[config.mk]
export PLATFORM = sky130hd
export DESIGN_NAME = battery_mode_hysteresis_select
export DESIGN_NICKNAME = d
export VERILOG_FILES = /design/src/rtl/bmhs_pkg.sv /design/src/rtl/battery_mode_hysteresis_select.sv /design/src/rtl/bmhs_cfg_regs.sv /design/src/rtl/bmhs_filter.sv /design/src/rtl/bmhs_mode_select.sv
export SDC_FILE = /design/constraint.sdc
export NUM_CORES = 1
export LEC_CHECK = 0
export BUFFER_PORTS_ARGS = -buffer_cell sky130_fd_sc_hd__buf_4
export CAP_MARGIN = 25
export CORE_UTILIZATION = 59
export CTS_CLUSTER_DIAMETER = 200
export CTS_CLUSTER_SIZE = 10
export DETAILED_ROUTE_END_ITERATION = 7
export GPL_TIMING_DRIVEN = 0
export PLACE_DENSITY = 0.76
export SLEW_MARGIN = 0
export SYNTH_ARGS = -nofsm -noshare
export SYNTH_HDL_FRONTEND = slang
export SYNTH_SLANG_ARGS = --single-unit
[constraint.sdc]
create_clock -name i_clk -period 22 [get_ports i_clk]
set_input_delay 1.1 -clock i_clk [delete_from_list [all_inputs] [get_ports i_clk]]
set_output_delay 1.1 -clock i_clk [all_outputs]
set_load 0.005 [all_outputs]
[src/rtl/bmhs_pkg.sv]
`timescale 1ns / 1ps

package bmhs_pkg;

    localparam int SAMPLE_WIDTH    = 16;
    localparam int ALPHA_FRAC_BITS = 16;
    localparam int ALPHA_W         = ALPHA_FRAC_BITS + 1;
    localparam int CFG_DATA_W      = (ALPHA_W > SAMPLE_WIDTH) ? ALPHA_W : SAMPLE_WIDTH;
    localparam int CFG_IDX_W       = 3;

    localparam logic [ALPHA_W-1:0] ALPHA_ONE   = ALPHA_W'(1) << ALPHA_FRAC_BITS;
    localparam logic [ALPHA_W-1:0] ALPHA_RESET = ALPHA_W'(ALPHA_ONE >> 2);

    localparam logic [SAMPLE_WIDTH-1:0] UP_SAFE_RESET     = SAMPLE_WIDTH'(6600);
    localparam logic [SAMPLE_WIDTH-1:0] UP_CRUISE_RESET   = SAMPLE_WIDTH'(7100);
    localparam logic [SAMPLE_WIDTH-1:0] UP_FULL_RESET     = SAMPLE_WIDTH'(7500);
    localparam logic [SAMPLE_WIDTH-1:0] DOWN_SAFE_RESET   = SAMPLE_WIDTH'(6500);
    localparam logic [SAMPLE_WIDTH-1:0] DOWN_CRUISE_RESET = SAMPLE_WIDTH'(7000);
    localparam logic [SAMPLE_WIDTH-1:0] DOWN_FULL_RESET   = SAMPLE_WIDTH'(7400);

    typedef enum logic [1:0] {
        MODE_CRITICAL = 2'd0,
        MODE_SAFE     = 2'd1,
        MODE_CRUISE   = 2'd2,
        MODE_FULL     = 2'd3
    } t_mode;

    typedef enum logic [CFG_IDX_W-1:0] {
        CFG_ALPHA       = 3'd0,
        CFG_UP_SAFE     = 3'd1,
        CFG_UP_CRUISE   = 3'd2,
        CFG_UP_FULL     = 3'd3,
        CFG_DOWN_SAFE   = 3'd4,
        CFG_DOWN_CRUISE = 3'd5,
        CFG_DOWN_FULL   = 3'd6
    } t_cfg_idx;

    typedef struct packed {
        logic [SAMPLE_WIDTH-1:0] up_safe;
        logic [SAMPLE_WIDTH-1:0] up_cruise;
        logic [SAMPLE_WIDTH-1:0] up_full;
        logic [SAMPLE_WIDTH-1:0] down_safe;
        logic [SAMPLE_WIDTH-1:0] down_cruise;
        logic [SAMPLE_WIDTH-1:0] down_full;
    } t_levels;

endpackage

[src/rtl/battery_mode_hysteresis_select.sv]
`timescale 1ns / 1ps

// Battery voltage smoother and power mode selector.
// Input channel: i_in_valid / o_in_stall carry one raw voltage sample per
// transfer. Output channel: o_out_valid / i_out_stall carry one result per
// sample: the power mode, the smoothed voltage and a flag that is set when
// this sample changed the mode.
// A sample passes the input register and then the result register.
// Throughput is one sample per cycle while the receiver does not stall;
// the whole filter update (one 17 by 17 bit multiply and an add) and the
// six level compares sit between the input register and the result
// register, so the running average is ready for the next sample at once.
// Reset clears the average to zero, the mode to critical and the registers
// to their default weight of 0.25 and default levels, and empties both
// stages. When the receiver stalls, the result is held; if the input
// register is empty, one more sample is still taken into it, after which o_in_stall rises.
// Configuration writes are taken in any cycle and should be made while the
// block is idle.
module battery_mode_hysteresis_select
    import bmhs_pkg::*;
(
    input  logic                    i_clk,
    input  logic                    i_rst_n,
    input  logic                    i_cfg_we,
    input  logic [CFG_IDX_W-1:0]    i_cfg_index,
    input  logic [CFG_DATA_W-1:0]   i_cfg_wdata,
    input  logic                    i_in_valid,
    output logic                    o_in_stall,
    input  logic [SAMPLE_WIDTH-1:0] i_sample_voltage,
    output logic                    o_out_valid,
    input  logic                    i_out_stall,
    output logic [1:0]              o_power_mode,
    output logic [SAMPLE_WIDTH-1:0] o_filtered_voltage,
    output logic                    o_mode_changed
);

    logic [ALPHA_W-1:0]      alpha;
    t_levels                 levels;
    logic                    r_in_valid;
    logic [SAMPLE_WIDTH-1:0] r_sample;
    logic [SAMPLE_WIDTH-1:0] r_avg;
    t_mode                   r_mode;
    logic                    r_out_valid;
    logic [1:0]              r_out_mode;
    logic [SAMPLE_WIDTH-1:0] r_out_avg;
    logic                    r_out_changed;
    logic [SAMPLE_WIDTH-1:0] n_avg;
    t_mode                   n_mode;
    logic                    advance;

    bmhs_cfg_regs u_cfg (
        .i_clk       (i_clk),
        .i_rst_n     (i_rst_n),
        .i_cfg_we    (i_cfg_we),
        .i_cfg_index (i_cfg_index),
        .i_cfg_wdata (i_cfg_wdata),
        .o_alpha     (alpha),
        .o_levels    (levels)
    );

    bmhs_filter u_filter (
        .i_sample  (r_sample),
        .i_old_avg (r_avg),
        .i_alpha   (alpha),
        .o_new_avg (n_avg)
    );

    bmhs_mode_select u_mode (
        .i_new_avg (n_avg),
        .i_old_avg (r_avg),
        .i_mode    (r_mode),
        .i_levels  (levels),
        .o_mode    (n_mode)
    );

    assign advance    = r_in_valid && (!r_out_valid || !i_out_stall);
    assign o_in_stall = r_in_valid && r_out_valid && i_out_stall;

    always_ff @(posedge i_clk) begin
        if (!i_rst_n) begin
            r_in_valid <= 1'b0;
        end else if (!o_in_stall) begin
            r_in_valid <= i_in_valid;
        end
    end

    always_ff @(posedge i_clk) begin
        if (!o_in_stall) begin
            r_sample <= i_sample_voltage;
        end
    end

    always_ff @(posedge i_clk) begin
        if (!i_rst_n) begin
            r_avg       <= '0;
            r_mode      <= MODE_CRITICAL;
            r_out_valid <= 1'b0;
        end else if (advance) begin
            r_avg       <= n_avg;
            r_mode      <= n_mode;
            r_out_valid <= 1'b1;
        end else if (!i_out_stall) begin
            r_out_valid <= 1'b0;
        end
    end

    always_ff @(posedge i_clk) begin
        if (advance) begin
            r_out_mode    <= n_mode;
            r_out_avg     <= n_avg;
            r_out_changed <= (n_mode != r_mode);
        end
    end

    assign o_out_valid        = r_out_valid;
    assign o_power_mode       = r_out_mode;
    assign o_filtered_voltage = r_out_avg;
    assign o_mode_changed     = r_out_changed;

endmodule

[src/rtl/bmhs_cfg_regs.sv]
`timescale 1ns / 1ps

module bmhs_cfg_regs
    import bmhs_pkg::*;
(
    input  logic                  i_clk,
    input  logic                  i_rst_n,
    input  logic                  i_cfg_we,
    input  logic [CFG_IDX_W-1:0]  i_cfg_index,
    input  logic [CFG_DATA_W-1:0] i_cfg_wdata,
    output logic [ALPHA_W-1:0]    o_alpha,
    output t_levels               o_levels
);

    logic [ALPHA_W-1:0]      r_alpha;
    t_levels                 r_levels;
    logic [ALPHA_W-1:0]      wdata_alpha;
    logic [SAMPLE_WIDTH-1:0] wdata_level;

    // A weight above one is saturated on the way in.
    always_comb begin
        wdata_alpha = i_cfg_wdata[ALPHA_W-1:0];
        if (wdata_alpha > ALPHA_ONE) begin
            wdata_alpha = ALPHA_ONE;
        end
        wdata_level = i_cfg_wdata[SAMPLE_WIDTH-1:0];
    end

    always_ff @(posedge i_clk) begin
        if (!i_rst_n) begin
            r_alpha              <= ALPHA_RESET;
            r_levels.up_safe     <= UP_SAFE_RESET;
            r_levels.up_cruise   <= UP_CRUISE_RESET;
            r_levels.up_full     <= UP_FULL_RESET;
            r_levels.down_safe   <= DOWN_SAFE_RESET;
            r_levels.down_cruise <= DOWN_CRUISE_RESET;
            r_levels.down_full   <= DOWN_FULL_RESET;
        end else if (i_cfg_we) begin
            case (t_cfg_idx'(i_cfg_index))
                CFG_ALPHA:       r_alpha              <= wdata_alpha;
                CFG_UP_SAFE:     r_levels.up_safe     <= wdata_level;
                CFG_UP_CRUISE:   r_levels.up_cruise   <= wdata_level;
                CFG_UP_FULL:     r_levels.up_full     <= wdata_level;
                CFG_DOWN_SAFE:   r_levels.down_safe   <= wdata_level;
                CFG_DOWN_CRUISE: r_levels.down_cruise <= wdata_level;
                CFG_DOWN_FULL:   r_levels.down_full   <= wdata_level;
                default: begin
                end
            endcase
        end
    end

    assign o_alpha  = r_alpha;
    assign o_levels = r_levels;

endmodule

[src/rtl/bmhs_filter.sv]
`timescale 1ns / 1ps

module bmhs_filter
    import bmhs_pkg::*;
(
    input  logic [SAMPLE_WIDTH-1:0] i_sample,
    input  logic [SAMPLE_WIDTH-1:0] i_old_avg,
    input  logic [ALPHA_W-1:0]      i_alpha,
    output logic [SAMPLE_WIDTH-1:0] o_new_avg
);

    localparam int DIFF_W = SAMPLE_WIDTH + 1;
    localparam int PROD_W = ALPHA_W + 1 + DIFF_W;
    localparam int ACC_W  = SAMPLE_WIDTH + ALPHA_FRAC_BITS + 3;

    logic signed [DIFF_W-1:0]  diff;
    logic signed [ALPHA_W:0]   alpha_s;
    logic signed [PROD_W-1:0]  prod;
    logic signed [ACC_W-1:0]   acc;

    // old + a * (x - old), rounded half up: one multiplier instead of two.
    always_comb begin
        diff    = $signed({1'b0, i_sample}) - $signed({1'b0, i_old_avg});
        alpha_s = $signed({1'b0, i_alpha});
        prod    = PROD_W'(alpha_s) * PROD_W'(diff);
        acc     = ($signed(ACC_W'({1'b0, i_old_avg})) <<< ALPHA_FRAC_BITS)
                + ACC_W'(prod)
                + $signed(ACC_W'(1) <<< (ALPHA_FRAC_BITS - 1));
        o_new_avg = acc[ALPHA_FRAC_BITS +: SAMPLE_WIDTH];
    end

endmodule

[src/rtl/bmhs_mode_select.sv]
`timescale 1ns / 1ps

module bmhs_mode_select
    import bmhs_pkg::*;
(
    input  logic [SAMPLE_WIDTH-1:0] i_new_avg,
    input  logic [SAMPLE_WIDTH-1:0] i_old_avg,
    input  t_mode                   i_mode,
    input  t_levels                 i_levels,
    output t_mode                   o_mode
);

    logic rising;

    // An unchanged average counts as falling, so the down levels apply.
    always_comb begin
        rising = i_new_avg > i_old_avg;
        o_mode = i_mode;
        if (rising) begin
            if (i_new_avg > i_levels.up_full) begin
                o_mode = MODE_FULL;
            end else if (i_new_avg > i_levels.up_cruise) begin
                o_mode = MODE_CRUISE;
            end else if (i_new_avg > i_levels.up_safe) begin
                o_mode = MODE_SAFE;
            end
        end else begin
            if (i_new_avg < i_levels.down_safe) begin
                o_mode = MODE_CRITICAL;
            end else if (i_new_avg < i_levels.down_cruise) begin
                o_mode = MODE_SAFE;
            end else if (i_new_avg < i_levels.down_full) begin
                o_mode = MODE_CRUISE;
            end
        end
    end

endmodule

# --- Yosys cells after proc, flatten, opt, wreduce, memory -nomap -nowiden ---
# Cells that the tools add are included.
# W data, S select, Z words.
classes:
  n_addsub: 3
  n_mul: 1
  order_cmp: 8
  n_eq_ne: 8
  n_mux: 10
  reduce_logical: 14
ops:
  columns: ["op", "n"]
  rows:
  - ["$gt A16 B16 Y1", 4]
  - ["$lt A16 B16 Y1", 3]
  - ["$add A32 B17 Y32 const B", 1]
  - ["$add A32 B32 Y32", 1]
  - ["$mul A18 B17 Y32", 1]
  - ["$gt A17 B17 Y1 const B", 1]
  - ["$mux W17", 1]
  - ["$sub A16 B16 Y17", 1]
  - ["$mux W2", 7]
  - ["$reduce_and A2 Y1", 7]
  - ["$eq A3 B3 Y1 const B", 3]
  - ["$eq A3 B2 Y1 const B", 2]
  - ["$eq A3 B1 Y1 const B", 1]
  - ["$logic_and A1 B1 Y1", 3]
  - ["$logic_not A3 Y1", 1]
  - ["$logic_not A1 Y1", 2]
  - ["$mux W1", 2]
  - ["$ne A2 B1 Y1 const B", 1]
  - ["$ne A2 B2 Y1", 1]
  - ["$logic_or A1 B1 Y1", 1]
totals:
  reg_bits: 168
  in_bits: 41
  out_inout_bits: 21
  wordCells: 59

# --- Depth between registers and ports, before layout ---
depth:
  ltp_word: 10
  depth_mapped: 45
  ltp_nobuf: 44

# --- Modules after synthesis ---
# From an unflattened synthesis, not the netlist that was laid out.
hier_totals:
  hier_cells: 2226
  hier_area_um2: 19362.3
by_module_without_submodules:
  columns: ["mod", "n_inst", "cells_each", "area_per_inst_um2"]
  rows:
  - ["bmhs_filter", 1, 1192, 10366.2]
  - ["bmhs_cfg_regs", 1, 529, 4365.4]
  - ["bmhs_mode_select", 1, 381, 2753.9]
  - ["battery_mode_hysteresis_select", 1, 124, 1876.8]

# --- Worst setup path before layout ---
# No wires, ideal clock.
synth_timing:
  kind: "reg-to-reg"
  from: "register r_sample[0]"
  to: "register r_out_changed, in the netlist o_mode_changed, data pin"
  t_arrival_ps: 9717
  required_ps: 21743
  slack_ps: 12026
  path_stages_with_launch: 45
  cell_sequence: "edfxtp_1 > inv_1 > ha_1 > fa_1 > nor2b_1 > o31ai_1 > a211oi_1 > nor3_1 > nor3_1 > a21o_1 > a21oi_1 > xnor2_1 > clkbuf_1 > nand2_1 > fa_1 > inv_1 > ha_1 > inv_1 > (+9 left out) > o211ai_1 > or4_1 > a31o_1 > a21o_1 > a21oi_1 > o21bai_1 > xor2_1 > ha_1 > nand3_1 > o21bai_1 > a21oi_1 > o31a_1 > o21ai_0 > nand2_1 > o21ai_1 > o2bb2ai_1 > xnor2_1 > nand2_1"
synth_via:
  elab_chain_len: 10
synth_rtl:
  columns: ["element", "line_no", "rtl"]
  rows:
  - ["from (decl)", "battery_mode_hysteresis_select.sv:40", "logic [SAMPLE_WIDTH-1:0] r_sample;"]
  - ["from (signal assigned)", "battery_mode_hysteresis_select.sv:89", "r_sample <= i_sample_voltage;"]
  - ["$sub A16 B16 Y17 *", "bmhs_filter.sv:23", "diff = $signed({1'b0, i_sample}) - $signed({1'b0, i_old_avg});"]
  - ["$mul A18 B17 Y32 *", "bmhs_filter.sv:25", "prod = PROD_W'(alpha_s) * PROD_W'(diff);"]
  - ["$add A32 B32 Y32 *", "bmhs_filter.sv:27", "+ ACC_W'(prod)"]
  - ["$add A32 B17 Y32 *", "bmhs_filter.sv:28", "+ $signed(ACC_W'(1) <<< (ALPHA_FRAC_BITS - 1));"]
  - ["via n_avg[4]", "battery_mode_hysteresis_select.sv:47", "logic [SAMPLE_WIDTH-1:0] n_avg;"]
  - ["$lt A16 B16 Y1 or $gt A16 B16 Y1 (tied branches)", "bmhs_mode_select.sv:32, bmhs_mode_select.sv:24", null]
  - ["$mux W2 (on tied branches)", "bmhs_mode_select.sv:32, bmhs_mode_select.sv:24", null]
  - ["$mux W2 (on tied branches)", "bmhs_mode_select.sv:30, bmhs_mode_select.sv:22", null]
  - ["$mux W2 (on tied branches)", "bmhs_mode_select.sv:28, bmhs_mode_select.sv:20", null]
  - ["$mux W2 *", "bmhs_mode_select.sv:19", "if (rising) begin"]
  - ["via n_mode[0]", "battery_mode_hysteresis_select.sv:48", "t_mode n_mode;"]
  - ["$ne A2 B2 Y1 *", "battery_mode_hysteresis_select.sv:111", "r_out_changed <= (n_mode != r_mode);"]
  - ["to (signal assigned)", "battery_mode_hysteresis_select.sv:111", null]
  - ["to (decl)", "battery_mode_hysteresis_select.sv:46", "logic r_out_changed;"]
# The timed path passes the listed nets; every way through them passes the cells marked *.
# A chain may end at the register's enable or synchronous reset.

# --- Final worst setup path ---
layout_timing:
  from: "register r_avg[0]"
  to: "register r_out_changed, in the netlist o_mode_changed, data pin"
layout_via:
  elab_chain_len: 10
layout_rtl:
  columns: ["element", "line_no", "rtl"]
  rows:
  - ["from (decl)", "battery_mode_hysteresis_select.sv:41", "logic [SAMPLE_WIDTH-1:0] r_avg;"]
  - ["from (signal assigned)", "battery_mode_hysteresis_select.sv:99", "r_avg <= n_avg;"]
  - ["$sub A16 B16 Y17", "bmhs_filter.sv:23", null]
  - ["$mul A18 B17 Y32", "bmhs_filter.sv:25", null]
  - ["$add A32 B32 Y32 *", "bmhs_filter.sv:27", null]
  - ["$add A32 B17 Y32 *", "bmhs_filter.sv:28", null]
  - ["via n_avg[13]", "battery_mode_hysteresis_select.sv:47", null]
  - ["$lt A16 B16 Y1 or $gt A16 B16 Y1 (tied branches)", "bmhs_mode_select.sv:32, bmhs_mode_select.sv:24", null]
  - ["$mux W2 (on tied branches)", "bmhs_mode_select.sv:32, bmhs_mode_select.sv:24", null]
  - ["$mux W2 (on tied branches)", "bmhs_mode_select.sv:30, bmhs_mode_select.sv:22", null]
  - ["$mux W2 (on tied branches)", "bmhs_mode_select.sv:28, bmhs_mode_select.sv:20", null]
  - ["$mux W2 *", "bmhs_mode_select.sv:19", null]
  - ["via n_mode[0]", "battery_mode_hysteresis_select.sv:48", null]
  - ["$ne A2 B2 Y1 *", "battery_mode_hysteresis_select.sv:111", null]
# Marks and branches as above.

==> flow_summary.yaml <==
critical_path:
  cp-end-kind: "flip-flop"
  rr_endpoint: "o_mode_changed$_DFFE_PP_"
  cp_max_fo: 10
  startpoint_type: "flip-flop"
  crit_type: "reg2reg"
  cp_data_required_time_ns: 22.18
  cp_slowest_stage_delay_ns: 0.79
  cp.arrival_ns: 12.97
  crit_slowest_cell: "o21ai_0"
  reg2reg_depth: 41
  critPathMostFrequentCell: "fa_1"
  rrSetupSlack_ns: 9.21
  rr_startpoint: "r_avg[0]$_SDFFE_PN0P_"
die:
  die_w_um: 182
  core_um2: 31600
  start_util_pct: 60.2
  die_area_um2: 33000
  die_y_um: 182
  ios: 62
  placementRows: 65
yosys:
  synthFlopType: "dfxtp_1"
  yosysTopAreaCell: "fa_1"
  synth-edff-count: 35
  synth_top_area_share_pct: 25.2
  syn-cell-area_um2: 19000
  ys_seq_area_share_pct: 19.5
  syn_avg_cell_area_um2: 8.79
  async_reset_ff_share_pct: 0
  ys_top_cells_by_count: "438 x inv_1, 371 x nand2_1, 242 x ha_1"
  netlist_instances: 2167
  synth_warnings: 0
  yosysMostFrequentCell: "inv_1"
  syn_nets: 2690
  yosys_register_bits: 168
  yosysUniqueCellTypes: 70
  synthTopCellsByArea: "fa_1 25%, ha_1 16%, dfxtp_1 14%, inv_1 8.6%, nand2_1 7.3%"
routing:
  wl_um: 51600
  remaining_drc_errors: 0
  met2WireLength_um: 23800
  viasPerCell: 5.73
  wl_met1_um: 21100
  dr_total_vias: 15224
  first_iter_violations: 1151
  routedWlPerCell_um: 19.4
  wl_met3_um: 4280
  maxUsedRoutingLayer: "met4"
  drt-pass1-iter-count: 5
  ant_nets: 0
grt:
  grt_max_degree: 29
  antenna_found_initial: 3
  grt_pass1_wl_um: 82000
  grt_overflow_total: 0
  grt_use_total_pct: 32.7
  grt_pass1_vias: 15366
clock_network:
  cts_max_level: 4
  holdBufCountCts: 0
  cts_setup_buffers: 0
  clk_pin_slew_worst_paths_ns: 0.07
  cts.sinks: 168
  root_buffer: "clkbuf_16"
  cts_tree: "built"
  post_cts_resized: 0
  clockBufferDepth: 2
  clk_latency_ns: 0.44
  numCtsBuffers: 17
sta:
  worst_slew_margin_rel_pct: 26.1
  rsz0062_at_grt: "no"
  drv_slew: 0
  fmax_mhz: 78.2
  fin_crit_ns: 12.79
  fin_skew_ns: 0.0149
  hold_viol: 0
  tns_ns: 0
  setup_viol: 0
  tightest_slew_ns: 1.10
  fin_crit_sh_pct: 58.1
  holdWs_ns: 0.453
placement:
  dpl.hpwl_um: 40600
  placed_area_um2: 20100
  place_congestion: 0.944
  io_buffers: 42
hold_path:
  min_from: "r_avg[13]$_SDFFE_PN0P_"
  hold_end: "r_avg[13]$_SDFFE_PN0P_"
  hold_depth: 2
  hp-class: "reg2reg"
cells_and_area:
  num-fill-cells: 2591
  stdcell_area_um2: 20700
  final_layout_size_suffix_gt1_share_pct: 5.77
  nNetsFinal: 2763
  synthToLayoutAreaGrowth_pct: 8.87
  multi_input_area_um2: 13400
  ff_latch_area_um2: 3710
run:
  cap_violations: 0
run_status:
  outcome: "finished, final reports clean"
## critical path, delay by kind of cell, from the launching register on
kind,cells,cell delay [ns]
AO/OA/AOI/OAI,15,4.25
XOR/XNOR,3,1.66
AND/OR/NAND/NOR,7,1.38
buffers and inverters,6,0.75
adder cells (fa/ha/maj),10,4.07
flip-flops,1,0.40
## layer usage
metal	global-route usage (%)	vias up
met2	52.8	607
met3	6.22	160
met1	42.7	7468
li1	-	6989
met4	14.6	0
met5	0	-
## metrics by stage
step	setup slack (ns)	util, %	instances
finish	9.21	65.6	2658
global placement	8.97	62.8	2611
global route	8.70	65.5	2654
CTS	9.44	65.4	2651
floorplan	12.03	-	2167
detailed placement	9.47	63.5	2620
## sequential cells by signal, indices dropped and copies added, names as in the netlist
register	flops
u_cfg.o_levels	96
u_cfg.o_alpha	17
o_filtered_voltage	16
r_avg	16
r_sample	16
o_power_mode	2
r_mode	2
o_mode_changed	1
o_out_valid	1
r_in_valid	1
## final cells by class
| type | instances | share of cell area, % |
|---|---|---|
| Tap cell | 402 | 2.43 |
| Timing Repair Buffer | 54 | 2.14 |
| Clock inverter | 12 | 0.730 |
| Multi-Input combinational cell | 1467 | 64.8 |
| Buffer | 93 | 1.76 |
| Inverter | 439 | 7.95 |
| Clock buffer | 19 | 2.29 |
| Antenna cell | 4 | 0.0483 |
| Sequential cell | 168 | 17.9 |
## logic make-up after synthesis
| kind of cell | share of synthesized area [%] |
|---|---|
| AND/OR/NAND/NOR | 15.8 |
| buffers and inverters | 10.6 |
| adder cells (fa/ha/maj) | 41.1 |
| AO/OA/AOI/OAI | 11.3 |
| flip-flops | 19.5 |
| XOR/XNOR | 1.64 |
| multiplexers | 0.0525 |
## worst max-delay path by stage
| stage | startpoint | to | slack [ns] | cells after the start |
|---|---|---|---|---|
| global placement | r_avg[0]$_SDFFE_PN0P_ | o_mode_changed$_DFFE_PP_ | 8.97 | 43 |
| CTS | r_avg[0]$_SDFFE_PN0P_ | o_mode_changed$_DFFE_PP_ | 9.44 | 41 |
| floorplan | r_sample[0]$_DFFE_PN_ | o_mode_changed$_DFFE_PP_ | 12.03 | 44 |
| detailed placement | r_avg[0]$_SDFFE_PN0P_ | o_mode_changed$_DFFE_PP_ | 9.47 | 41 |
| finish | r_avg[0]$_SDFFE_PN0P_ | o_mode_changed$_DFFE_PP_ | 9.21 | 41 |
| global route | r_avg[0]$_SDFFE_PN0P_ | o_mode_changed$_DFFE_PP_ | 8.70 | 41 |
## cell usage in the layout, fill, tap and decap left out, drive strengths merged, types with 4 or more instances in the layout
cell type	n
a211oi	9
a21boi	70
a21o	23
a21oi	55
a22oi	13
a31oi	5
and2	80
and3	6
buf	62
clkbuf	104
dfxtp	133
diode	4
edfxtp	35
fa	240
ha	242
inv	446
nand2	371
nand2b	9
nand3	19
nand4	21
nor2	39
nor2b	61
nor3	10
nor3b	5
nor4	5
o211ai	50
o21a	11
o21ai	32
o31ai	4
or2	12
xnor2	23
xor2	10
Power is left out: the tool's default activity adds up to more than one toggle a clock period on the data nets, which glitch-free logic cannot reach.
